==> src/rtl/core/bgd_pkg.sv <==
package bgd_pkg;

  localparam int NUM_BUTTONS = 8;

  localparam int IDX_W   = 3;
  localparam int CMD_W   = 2;
  localparam int STEP_W  = 3;
  localparam int CNT_W   = 16;
  localparam int SHORT_W = 8;
  localparam int CFG_IDX_W  = 2;
  localparam int CFG_DATA_W = 16;

  // Gesture steps.
  localparam logic [STEP_W-1:0] STEP_START      = 3'd0;
  localparam logic [STEP_W-1:0] STEP_PRESSED    = 3'd1;
  localparam logic [STEP_W-1:0] STEP_LONG_HELD  = 3'd2;
  localparam logic [STEP_W-1:0] STEP_WAIT_PRESS = 3'd3;
  localparam logic [STEP_W-1:0] STEP_WAIT_REL   = 3'd4;
  localparam logic [STEP_W-1:0] STEP_END        = 3'd5;

  // Commands.
  localparam logic [CMD_W-1:0] CMD_NONE   = 2'd0;
  localparam logic [CMD_W-1:0] CMD_CLICK  = 2'd1;
  localparam logic [CMD_W-1:0] CMD_DOUBLE = 2'd2;
  localparam logic [CMD_W-1:0] CMD_LONG   = 2'd3;

  // Configuration register indexes.
  localparam logic [CFG_IDX_W-1:0] REG_DEBOUNCE = 2'd0;
  localparam logic [CFG_IDX_W-1:0] REG_DCLICK   = 2'd1;
  localparam logic [CFG_IDX_W-1:0] REG_LONG     = 2'd2;

  localparam logic [SHORT_W-1:0] DEBOUNCE_RESET = 8'd5;
  localparam logic [SHORT_W-1:0] DCLICK_RESET   = 8'd50;
  localparam logic [CNT_W-1:0]   LONG_RESET     = 16'd200;

  typedef struct packed {
    logic [SHORT_W-1:0] debounce_ticks;
    logic [SHORT_W-1:0] double_click_ticks;
    logic [CNT_W-1:0]   long_push_ticks;
  } cfg_t;

  typedef struct packed {
    logic              last_level;
    logic [STEP_W-1:0] gesture_step;
    logic [CNT_W-1:0]  tick_count;
  } btn_t;

endpackage

==> src/rtl/core/button_gesture_decoder_top.sv <==
// Button gesture decoder. Each transfer on the input channel is one sampling
// tick (button index and raw level) and produces exactly one result transfer
// carrying the same index and a command: none, click, double click or long
// push. One item is accepted every cycle while the result side is not stalled;
// an item passes through the input register, then the result register, and
// per-button state is updated as the item moves into the result register, so
// back-to-back ticks for the same button need no extra forwarding. Per-button
// state lives in flip-flops and is cleared by reset. Thresholds must be written
// through the configuration port while no items are in flight; the block itself does not enforce it.
module button_gesture_decoder_top
  import bgd_pkg::*;
(
  input  logic                  clk,
  input  logic                  rst,
  input  logic                  cfg_we,
  input  logic [CFG_IDX_W-1:0]  cfg_index,
  input  logic [CFG_DATA_W-1:0] cfg_data,
  input  logic                  in_valid,
  output logic                  in_ready,
  input  logic [IDX_W-1:0]      button_index,
  input  logic                  level,
  output logic                  out_valid,
  input  logic                  out_ready,
  output logic [IDX_W-1:0]      button_id,
  output logic [CMD_W-1:0]      command
);

  cfg_t             cfg;
  btn_t             btn [NUM_BUTTONS];
  btn_t             cur;
  btn_t             nxt;
  logic             hit;
  logic [CMD_W-1:0] step_cmd;

  logic             hold_valid;
  logic [IDX_W-1:0] hold_index;
  logic             hold_level;
  logic             advance;

  bgd_cfg u_cfg (
    .clk       (clk),
    .rst       (rst),
    .cfg_we    (cfg_we),
    .cfg_index (cfg_index),
    .cfg_data  (cfg_data),
    .cfg       (cfg)
  );

  assign advance  = hold_valid && (!out_valid || out_ready);
  assign in_ready = !hold_valid || advance;

  always_ff @(posedge clk) begin
    if (rst) begin
      hold_valid <= 1'b0;
    end else if (in_ready) begin
      hold_valid <= in_valid;
    end
    if (in_ready && in_valid) begin
      hold_index <= button_index;
      hold_level <= level;
    end
  end

  // Select the addressed button; an index beyond the last button finds none.
  always_comb begin
    cur = '0;
    hit = 1'b0;
    for (int i = 0; i < NUM_BUTTONS; i++) begin
      if (hold_index == IDX_W'(i)) begin
        cur = btn[i];
        hit = 1'b1;
      end
    end
  end

  bgd_step u_step (
    .cfg (cfg),
    .cur (cur),
    .lv  (hold_level),
    .nxt (nxt),
    .cmd (step_cmd)
  );

  always_ff @(posedge clk) begin
    for (int i = 0; i < NUM_BUTTONS; i++) begin
      if (rst) begin
        btn[i] <= '0;
      end else if (advance && hit && hold_index == IDX_W'(i)) begin
        btn[i] <= nxt;
      end
    end
  end

  always_ff @(posedge clk) begin
    if (rst) begin
      out_valid <= 1'b0;
    end else if (advance) begin
      out_valid <= 1'b1;
    end else if (out_ready) begin
      out_valid <= 1'b0;
    end
    if (advance) begin
      button_id <= hold_index;
      command   <= hit ? step_cmd : CMD_NONE;
    end
  end

  a_reset_empty: assert property (@(posedge clk)
    rst |=> (!hold_valid && !out_valid))
    else $error("pipeline not empty after reset");

  a_advance_fills: assert property (@(posedge clk) disable iff (rst)
    advance |=> out_valid)
    else $error("advanced item did not reach the result register");

  a_no_bubble_stall: assert property (@(posedge clk) disable iff (rst)
    (hold_valid && !out_valid) |-> in_ready)
    else $error("input stalled with an empty result register");

  a_cmd_in_range: assert property (@(posedge clk) disable iff (rst)
    (out_valid && command != CMD_NONE) |-> (int'(button_id) < NUM_BUTTONS))
    else $error("command reported for a nonexistent button");

endmodule

==> src/rtl/core/bgd_cfg.sv <==
module bgd_cfg
  import bgd_pkg::*;
(
  input  logic                  clk,
  input  logic                  rst,
  input  logic                  cfg_we,
  input  logic [CFG_IDX_W-1:0]  cfg_index,
  input  logic [CFG_DATA_W-1:0] cfg_data,
  output cfg_t                  cfg
);

  always_ff @(posedge clk) begin
    if (rst) begin
      cfg.debounce_ticks     <= DEBOUNCE_RESET;
      cfg.double_click_ticks <= DCLICK_RESET;
      cfg.long_push_ticks    <= LONG_RESET;
    end else if (cfg_we) begin
      unique case (cfg_index)
        REG_DEBOUNCE: cfg.debounce_ticks     <= cfg_data[SHORT_W-1:0];
        REG_DCLICK:   cfg.double_click_ticks <= cfg_data[SHORT_W-1:0];
        REG_LONG:     cfg.long_push_ticks    <= cfg_data[CNT_W-1:0];
        default: begin
        end
      endcase
    end
  end

endmodule

==> src/rtl/core/bgd_step.sv <==
module bgd_step
  import bgd_pkg::*;
(
  input  cfg_t             cfg,
  input  btn_t             cur,
  input  logic             lv,
  output btn_t             nxt,
  output logic [CMD_W-1:0] cmd
);

  logic [CNT_W-1:0] cnt;
  logic [CNT_W-1:0] inc;
  logic             hit_db;
  logic             hit_dc;
  logic             hit_lp;

  // A level change restarts the counter before any threshold is checked.
  assign cnt    = (cur.last_level != lv) ? '0 : cur.tick_count;
  assign inc    = cnt + CNT_W'(1);
  assign hit_db = (cnt == {{(CNT_W-SHORT_W){1'b0}}, cfg.debounce_ticks});
  assign hit_dc = (cnt == {{(CNT_W-SHORT_W){1'b0}}, cfg.double_click_ticks});
  assign hit_lp = (cnt == cfg.long_push_ticks);

  always_comb begin
    nxt.last_level   = lv;
    nxt.gesture_step = cur.gesture_step;
    nxt.tick_count   = cnt;
    cmd              = CMD_NONE;
    unique case (cur.gesture_step)
      STEP_START: begin
        if (lv) begin
          nxt.tick_count = inc;
          if (hit_db) nxt.gesture_step = STEP_PRESSED;
        end
      end
      STEP_PRESSED: begin
        nxt.tick_count = inc;
        if (lv) begin
          if (hit_lp) begin
            nxt.gesture_step = STEP_LONG_HELD;
            cmd              = CMD_LONG;
          end
        end else if (hit_db) begin
          nxt.gesture_step = STEP_WAIT_PRESS;
        end
      end
      STEP_LONG_HELD: begin
        // While held the counter is left alone and long push repeats.
        if (lv) begin
          cmd = CMD_LONG;
        end else begin
          nxt.tick_count = inc;
          if (hit_db) nxt.gesture_step = STEP_END;
        end
      end
      STEP_WAIT_PRESS: begin
        nxt.tick_count = inc;
        if (lv) begin
          if (hit_db) nxt.gesture_step = STEP_WAIT_REL;
        end else if (hit_dc) begin
          nxt.gesture_step = STEP_END;
          cmd              = CMD_CLICK;
        end
      end
      STEP_WAIT_REL: begin
        if (!lv) begin
          nxt.tick_count = inc;
          if (hit_db) begin
            nxt.gesture_step = STEP_END;
            cmd              = CMD_DOUBLE;
          end
        end
      end
      default: begin
        // End step and the unused codes go back to start.
        nxt.gesture_step = STEP_START;
        nxt.tick_count   = '0;
      end
    endcase
  end

endmodule

==> config.mk <==
export PLATFORM = sky130hd
export DESIGN_NAME = button_gesture_decoder_top
export DESIGN_NICKNAME = d
export VERILOG_FILES = /design/src/rtl/core/bgd_pkg.sv /design/src/rtl/core/button_gesture_decoder_top.sv /design/src/rtl/core/bgd_cfg.sv /design/src/rtl/core/bgd_step.sv
export SDC_FILE = /design/constraint.sdc
export NUM_CORES = 1
export LEC_CHECK = 0
export BUFFER_PORTS_ARGS = -buffer_cell sky130_fd_sc_hd__buf_2
export CAP_MARGIN = 20
export CORE_MARGIN = 2
export CORE_UTILIZATION = 57
export DETAILED_ROUTE_END_ITERATION = 8
export PLACE_DENSITY = 0.89
export SYNTH_ARGS = -nofsm -noshare
export SYNTH_HDL_FRONTEND = slang
export SYNTH_SLANG_ARGS = --single-unit
==> constraint.sdc <==
create_clock -name clk -period 4 [get_ports clk]
set_input_delay 0.8 -clock clk [delete_from_list [all_inputs] [get_ports clk]]
set_output_delay 0.8 -clock clk [all_outputs]
set_load 0.01 [all_outputs]
# Word level (Yosys, flattened, before mapping)
# Memory sizes are Yosys's and may differ from the RTL's.
# Cells that the tools add are included.
# op_classes
n_eq_ne	17
bitwise	8
muxes	72
add_sub_neg	1
reduce_logical	23
# ops
operator	n
$mux W20	16
$pmux W19 S4	1
$mux W19	2
$mux W1	37
$eq A16 B8 Y1	2
$mux W3	8
$add A16 B1 Y16 const B	1
$eq A16 B16 Y1	1
$mux W16	1
$eq A3 B3 Y1 const B	5
$eq A3 B2 Y1 const B	4
$mux W2	6
$logic_and A1 B1 Y1	11
$or A1 B1 Y1	8
$pmux W2 S4	1
$eq A3 B1 Y1 const B	2
$logic_not A3 Y1	2
$reduce_and A2 Y1	3
$eq A2 B1 Y1 const B	1
$eq A2 B2 Y1 const B	1
$logic_not A1 Y1	2
$logic_not A2 Y1	1
$logic_or A1 B1 Y1	2
$reduce_bool A2 Y1	1
2 further kinds	2
# totals
output_inout_bits	7
ramBits	160
word_cells	131
input_bits	27
n_memories	1
register_bits	43
# mem_list
name	depth	width	rd	rd_ports_with_merged_regs	wr	line	source
btn	8	20	8	0	8	button_gesture_decoder_top.sv:29	btn_t btn [NUM_BUTTONS];

# Longest topological paths before layout
# Gate-level depths: netlist (run 1).
# logic_depth
ltp_word	16
ltp_mapped	19
depth_no_buf	13

# Modules after synthesis
# From an unflattened synthesis (run 1), not the netlist that was laid out.
# unflattened
hier_cells	962
hier_area_um2	11055.6
# by_module_without_submodules
module	area_each_um2	cells_per_inst	seq_area_each_um2	n_inst
button_gesture_decoder_top	8135.3	576	5114.9	1
bgd_step	1542.7	251	0.0	1
bgd_cfg	1377.6	135	640.6	1

# Worst setup path before layout (run 1)
# OpenSTA, ideal clock, no wires.
# synth_path
path_type	register to register
start	reg hold_index[1]
end	mem btn[0][14] (netlist bit) (data pin)
arrival_time_ns	3.815
n_path_buf	3
period_less_slack_ns	4.088
t_required_ns	3.727
setup_time_ns	0.273
setup_slack_ns	-0.088
path_stages_with_launch	17
path_cell_list	edfxtp_1 mux2_1 a221o_1 a22oi_4 xnor2_1 buf_4 buf_6 buf_6 nor3_1 ha_1 o211ai_1 nor3_1 and3_1 nand3_1 o311a_1 o211ai_1 nor2_1
# synth_rtl
element	line	source
start, declared	button_gesture_decoder_top.sv:36	logic [IDX_W-1:0] hold_index;
start signal, assigned	button_gesture_decoder_top.sv:59	hold_index <= button_index;
end, declared	button_gesture_decoder_top.sv:29	

==> impl_metrics.toml, run 1 <==
[timing]
slew_headroom_pct = 23.48
skew_ns = 0.01280
setup_viol = 0
period_minus_slack_ns = 3.911
max_freq_ghz = 0.2557
slew_violations = 0
tightest_slew_ns = 1.145
setup_tns_ns = 0
rsz0062_at_grt = "true"
finalCritPeriodShare_pct = 97.76
hold_viol = 0

[setup_path]
worst-path-max-fanout = 44
cp_num_buf_inv = 2
crit_slowest_cell = "or4b_4"
cpPeakStageDelay_ns = 0.65
worstPathArrival_ns = 4.12
critical_path.top_delay_family = "simple AND/OR/NAND/NOR gates"
crit_type = "register to register"
endpoint_kind = "register"
start_kind = "register"
worstPathCellList = "buf_12 -> nor2b_2 -> buf_4 -> a32o_1 -> a211o_1 -> and2_4 -> or4b_1 -> o32ai_2 -> o211ai_1 -> or4b_4 -> a32oi_4 -> a21oi_1"
cp.required_ns = 4.21

[die]
core_mm2 = 0.01871
io_pins = 34
floorplan.initialDensity_pct = 57.92
dieArea_mm2 = 0.02013
dieWidth_um = 141.9
rows = 50
die_h_um = 141.9

[synthesis]
synth.avg_cell_area_um2 = 10.38
ys.flop_type = "edfxtp_1"
ys_types = 86
ys_ff_latch = 203
synth_area_mm2 = 0.01083
yosys_warnings = 0
synth_edf_count = 169
synthCells = 1044
synthArstFlopShare_pct = 0
synthesis.nets = 1072
yosysSeqAreaShare_pct = 53.12

[drt]
post_drt_via_cell_ratio = 6.769
drt_pre_antenna_iters = 8
routed_wl_um = 32670
drc = 0
antenna_left = 0
drt_iter0_markers = 1364
vias = 9212
wl_per_cell_um = 24.00

[clock_tree]
cts.sinks = 203
cts_buffers = 21
clk_latency_ns = 0.51
clkTransAtPathRegs_ns = 0.06
cts_buffer_depth = 3
htreeDepth = 1
cts.hold.buffers_added = 0
cts-root-buf = "clkbuf_16"
tritoncts = "yes"

[status]
status = "finished, final reports clean"

[final_layout]
antenna_cells = 0
area_growth_pct = 14.48
layout-drive-gt1-share_pct = 18.28
final_cells = 1361
fin_nets = 1144

[power_and_ir_drop]
p_clk_share_pct = 35.9
p_sw_mw = 1.481
ir_drop_mv = 0.3862
comb_power_share_pct = 18.5
p_leak_nw = 4.605
pwr-share-seq_pct = 45.6
power_density_mw_per_mm2 = 427.5
total_power_mw = 5.302
intPower_mw = 3.821
p_sw_share_pct = 27.94

[run]
drv_cap = 0

[global_routing]
grt_overflow = 0
grt_max_degree = 45
grt_util_all_layers_pct = 32.55
antenna_found_initial = 0
grt_pass1_wl_um = 50020
grt_pass1_vias = 8900

[place]
port_buffers = 33
gp_congestion = 0.9663
dp.cells = 1321
dp_hpwl_um = 22070

[min_path]
worstHoldPathType = "input pin to register"
==> worst paths after layout <==
check                                          startpoint                        end  slack, ns  cells past startpoint
worst min-delay path                                level       hold_level$_DFFE_PP_       0.46                      1
worst max register to register    hold_index[2]$_DFFE_PP_   btn[1][36]$_SDFFCE_PN0P_       0.09                     12
worst max-delay path              hold_index[2]$_DFFE_PP_   btn[1][36]$_SDFFCE_PN0P_       0.09                     12
worst min register to register  u_cfg.cfg[0]$_SDFFE_PP0P_  u_cfg.cfg[0]$_SDFFE_PP0P_       0.51                      2
==> flip-flops by register name, indices dropped and copies added (netlist names) <==
register and flops:
hold_index 3, hold_valid 1, out_valid 1, command 2, hold_level 1, u_cfg.cfg 32, button_id 3, btn 160
==> cell families (layout without fill, tap and decap cells) <==
group	after synthesis	in the layout	share of synthesized area (%)
buffers and inverters	89	172	3.961
DFF	203	203	53.12
AOI/OAI and AO/OA	252	252	16.92
xor gates and xnor gates	19	19	1.536
adders and majority gates	1	1	0.1155
and+or+nand+nor	414	414	17.22
muxes	66	66	7.126
==> per-layer routing <==
metal	GRT usage [%]	vias up	wire length [µm]
li1	-	4013	-
met1	42.71	4337	12120
met2	52.12	708	14970
met3	7.290	154	3944
met4	14.68	0	1633
met5	0	-	0
==> synthesized netlist by cell type, types with 11 or more instances <==
library cell	number	area, µm²
a21o_1	13	97.59
a21oi_1	63	315.3
a22oi_1	17	127.6
clkbuf_1	51	191.4
dfxtp_1	34	680.7
edfxtp_1	169	5075
inv_1	11	41.29
mux2i_1	49	490.5
nand2_1	89	334.1
nand3_1	15	75.07
nor2_1	213	799.5
nor2b_1	17	106.4
nor3_1	17	85.08
o21ai_0	34	170.2
xnor2_1	14	122.6
==> cell usage in the layout, fill, tap and decap left out, types with 7 or more instances in the layout <==
master,count
mux2_2,7
nand3_1,14
a32o_1,8
mux4_2,8
buf_4,85
a21oi_1,63
nor2_1,212
inv_1,11
o211ai_1,7
nand2b_1,10
o22ai_1,10
clkbuf_16,21
a22oi_1,16
edfxtp_1,169
a21o_1,13
nor2b_1,16
nor3_1,17
a221oi_1,8
nand3b_1,7
o21ai_0,32
mux2i_1,49
buf_2,33
and2_1,9
xnor2_1,13
a22o_1,7
nand2_1,89
dfxtp_1,34
==> timing repair <==
action | in CTS | in global routing
pin swaps | 1 | 4
setup buffers | 0 | 5
gates resized for setup | 1 | 14
setup endpoints to repair | 16 | 63
gates cloned | 1 | 0
==> power groups by stage <==
stage,Combinational [mW],Clock (mW),Sequential (mW)
after floorplan,0.591,0,2.44
after global placement,0.902,0,2.45
after detailed placement,0.916,0,2.46
after CTS,0.928,1.90,2.42
after global routing,1.04,1.99,2.42
final,0.983,1.90,2.42
==> final cells by class <==
class / instances / area [µm²]
clock inverters: 9 / 100.1
repair buffers: 125 / 938.4
well taps: 234 / 292.8
flip-flops and latches: 203 / 5756
multi-input cells: 752 / 4727
inverters: 13 / 48.80
clock buffers: 25 / 540.5
fillers: 1387 / 6302
==> through the flow <==
step	instance area [µm²]	worst slack (ns)	utilization (%)	hold WS [ns]
after floorplan	10840	0.007028	-	0.4507
after global placement	11620	-0.01790	62.15	0.4784
after detailed placement	11620	-0.09096	62.15	0.4925
after CTS	12300	0.05037	65.78	0.4572
after global routing	12400	-0.03318	66.31	0.4573
final	12400	0.08943	66.31	0.4631
Note: power is estimated with default switching activity, not from simulation.
==> run 2, diff against run 1 <==
--- a/config.mk
+++ b/config.mk
@@ -13,4 +13,5 @@
 export PLACE_DENSITY = 0.89
 export SYNTH_ARGS = -nofsm -noshare
 export SYNTH_HDL_FRONTEND = slang
+export SYNTH_HIERARCHICAL = 1
 export SYNTH_SLANG_ARGS = --single-unit
==> run 2 against run 1 <==
Against the previous run: via count fell by 11%; die area rose by 2.0%; largest cell class unchanged; register-to-register slack improved by 0.05 ns; critical path depth rose by 1; critical path type unchanged; global-route usage fell by 5.3 points; highest routed layer unchanged; sequential power barely moved.
==> impl_metrics.toml, run 2 <==
[setup_path]
worst-path-max-fanout = 10
endpoint_kind = "register"
crit_type = "register to register"
critical_path.top_delay_family = "compound AO/OA/AOI/OAI gates"
worstPathArrival_ns = 4.12
worstPathCellList = "nand2b_1 -> buf_4 -> o221a_2 -> nand3_1 -> a21oi_1 -> buf_4 -> nor2b_1 -> a2111oi_0 -> nand3_1 -> nor4b_2 -> nand2_1 -> a32o_1 -> and2_1"
start_kind = "register"
cp.required_ns = 4.26
crit_slowest_cell = "edfxtp_1"
cp_num_buf_inv = 2
cpPeakStageDelay_ns = 0.50

[die]
rows = 50
die_h_um = 143.3
floorplan.initialDensity_pct = 58.52
dieWidth_um = 143.3
core_mm2 = 0.01889
dieArea_mm2 = 0.02053
io_pins = 34

[synthesis]
synthCells = 962
ys_types = 78
ys_top_cells_by_area = "edfxtp_1 46%, and2_1 9.2%, dfxtp_1 6.2%, mux2i_1 4.2%, nand2b_1 3.3%"
synth.avg_cell_area_um2 = 11.49
synth_top_area_share_pct = 45.90
synth_area_leader_cell = "edfxtp_1"
ys.flop_type = "edfxtp_1"
synthesis.nets = 989
ys_ff_latch = 203
synth_area_mm2 = 0.01106
yosys_warnings = 6
synth.most_common_cell = "edfxtp_1"
yosysSeqAreaShare_pct = 52.06
synthArstFlopShare_pct = 0
synth_edf_count = 169
yosys-top-cells-count = "169 x edfxtp_1, 163 x and2_1, 61 x nor2_1, 58 x nand2b_1, 46 x mux2i_1"

[clock_tree]
clk_latency_ns = 0.52
htreeDepth = 1
cts-root-buf = "clkbuf_16"
cts_buffer_depth = 3
cts_buffers = 22
tritoncts = "yes"
cts.sinks = 203
clkTransAtPathRegs_ns = 0.06

[final_layout]
final_common_cell = "edfxtp_1"
area_growth_pct = 13.29
final_cell_mix = "169 x edfxtp_1, 163 x and2_1, 69 x buf_4"
largest_reg_flops = 160
utilization_pct = 66.29
largestRegisters = "btn x160, u_cfg/cfg x32"
stdcell_area_mm2 = 0.01252
antenna_cells = 0
layout-drive-gt1-share_pct = 21.81
largest-register = "btn"
fin_nets = 1047

[global_routing]
grt_overflow = 0
antenna_found_initial = 1
grt_max_degree = 65
grt_pass1_vias = 7862
grt_pass1_wl_um = 42820
grt_util_all_layers_pct = 27.23

[timing]
worst_hold_slack_ns = 0.4541
setup_tns_ns = 0
period_minus_slack_ns = 3.859
setup_viol = 0
tightest_slew_ns = 0.9302
max_freq_ghz = 0.2591
finalCritPeriodShare_pct = 96.48
skew_ns = 0.02424
hold_viol = 0
slew_headroom_pct = 37.98
slew_violations = 0

[place]
dpl_cell_area_mm2 = 0.01175
gp_congestion = 0.9703
port_buffers = 33
dp_hpwl_um = 18610

[run]
drv_cap = 0

[drt]
drt_iter0_markers = 1174
routed_wl_um = 27800
drt_pre_antenna_iters = 5
drc = 0
wl_per_cell_um = 21.45
antenna_left = 0
vias = 8165
post_drt_via_cell_ratio = 6.300

[status]
status = "finished, final reports clean"

[power_and_ir_drop]
power_density_mw_per_mm2 = 408.5
p_sw_mw = 1.332
p_sw_share_pct = 26.03
p_leak_nw = 4.721
comb_power_share_pct = 15.2
p_clk_share_pct = 37.6
intPower_mw = 3.785
pwr-share-seq_pct = 47.2
ir_drop_mv = 0.2926

[min_path]
worstHoldPathType = "input pin to register"
## run 2: cell types whose count changed in the layout (fill, tap and decap cells not counted), sizes merged, moves of 12 or more
cell,previous run,this run
o21ai,39,21
o221a,0,12
nor2,213,62
a22oi,20,7
nand2b,10,58
nand2,89,29
and2,10,164
a21oi,66,45
buf,124,108
## run 2: metal layers
| metal | wire length, µm | GRT usage (%) | part of all wire (%) |
|---|---|---|---|
| met1 | 11100 | 37.58 | 40 |
| met2 | 13050 | 43.77 | 47 |
| met3 | 2473 | 4.527 | 8.9 |
| met4 | 1183 | 9.959 | 4.3 |
| met5 | 0 | 0 | 0 |
## run 2: path summary, 6_finish.rpt
| kind | from | to | slack, ns | depth (start not counted) |
|---|---|---|---|---|
| max | hold_index[1]$_DFFE_PP_ | btn[1][16]$_SDFFCE_PN0P_ | 0.14 | 13 |
| min | level | hold_level$_DFFE_PP_ | 0.45 | 1 |
| max reg2reg | hold_index[1]$_DFFE_PP_ | btn[1][16]$_SDFFCE_PN0P_ | 0.14 | 13 |
| min reg2reg | u_cfg/cfg[22]$_SDFFE_PP0P_ | u_cfg/cfg[22]$_SDFFE_PP0P_ | 0.51 | 2 |
## run 2: final cells by class
type / instances / area [µm²]
Multi-Input combinational cell: 663 / 4887
Inverter: 22 / 82.58
Fill cell: 1371 / 6369
Sequential cell: 203 / 5756
Timing Repair Buffer: 108 / 794.5
Clock inverter: 9 / 83.83
Tap cell: 260 / 325.3
Clock buffer: 31 / 595.6
## run 2: power by group through the flow
stage	registers (mW)	logic [mW]	clock network, mW
2_1_floorplan	2.44	0.492	0
3_3_place_gp	2.45	0.716	0
3_5_place_dp	2.46	0.734	0
4_1_cts	2.42	0.740	1.94
5_1_grt	2.42	0.829	2.02
6_report	2.42	0.776	1.92
## run 2: kinds of logic (layout without fill, tap and decap cells)
kind of cell | after synthesis | count (layout) | synth area share (%)
muxes | 72 | 72 | 8.477
buffers and inverters | 96 | 170 | 4.651
AOI/OAI and AO/OA | 183 | 183 | 12.73
DFF | 203 | 203 | 52.06
and+or+nand+nor | 395 | 395 | 20.81
xor gates and xnor gates | 13 | 13 | 1.268
## run 2: what timing repair did
| item | in CTS | in global routing |
|---|---|---|
| hold buffers | 0 | 0 |
| endpoints found under the hold margin | 0 | 0 |
| setup endpoints to repair | 16 | 128 |
| resized for setup | 1 | 13 |
| pin swaps | 0 | 1 |
| buffers inserted | 0 | 3 |
## run 2: per-stage QoR
| step | total power, mW | worst slack (ns) | instances |
|---|---|---|---|
| floorplan | 2.936 | 0.5664 | 962 |
| global placement | 3.170 | 0.07365 | 1252 |
| detailed placement | 3.193 | -0.05734 | 1252 |
| CTS | 5.092 | 0.003930 | 1292 |
| global route | 5.275 | -0.01010 | 1296 |
| finish | 5.116 | 0.1407 | 1296 |
## run 2: worst register-to-register path, delay by kind of cell, from the launching register on
family          cells  cell delay, ns
buf+inv             2            0.46
flops               1            0.50
compound gates      4            1.42
simple gates        7            1.21
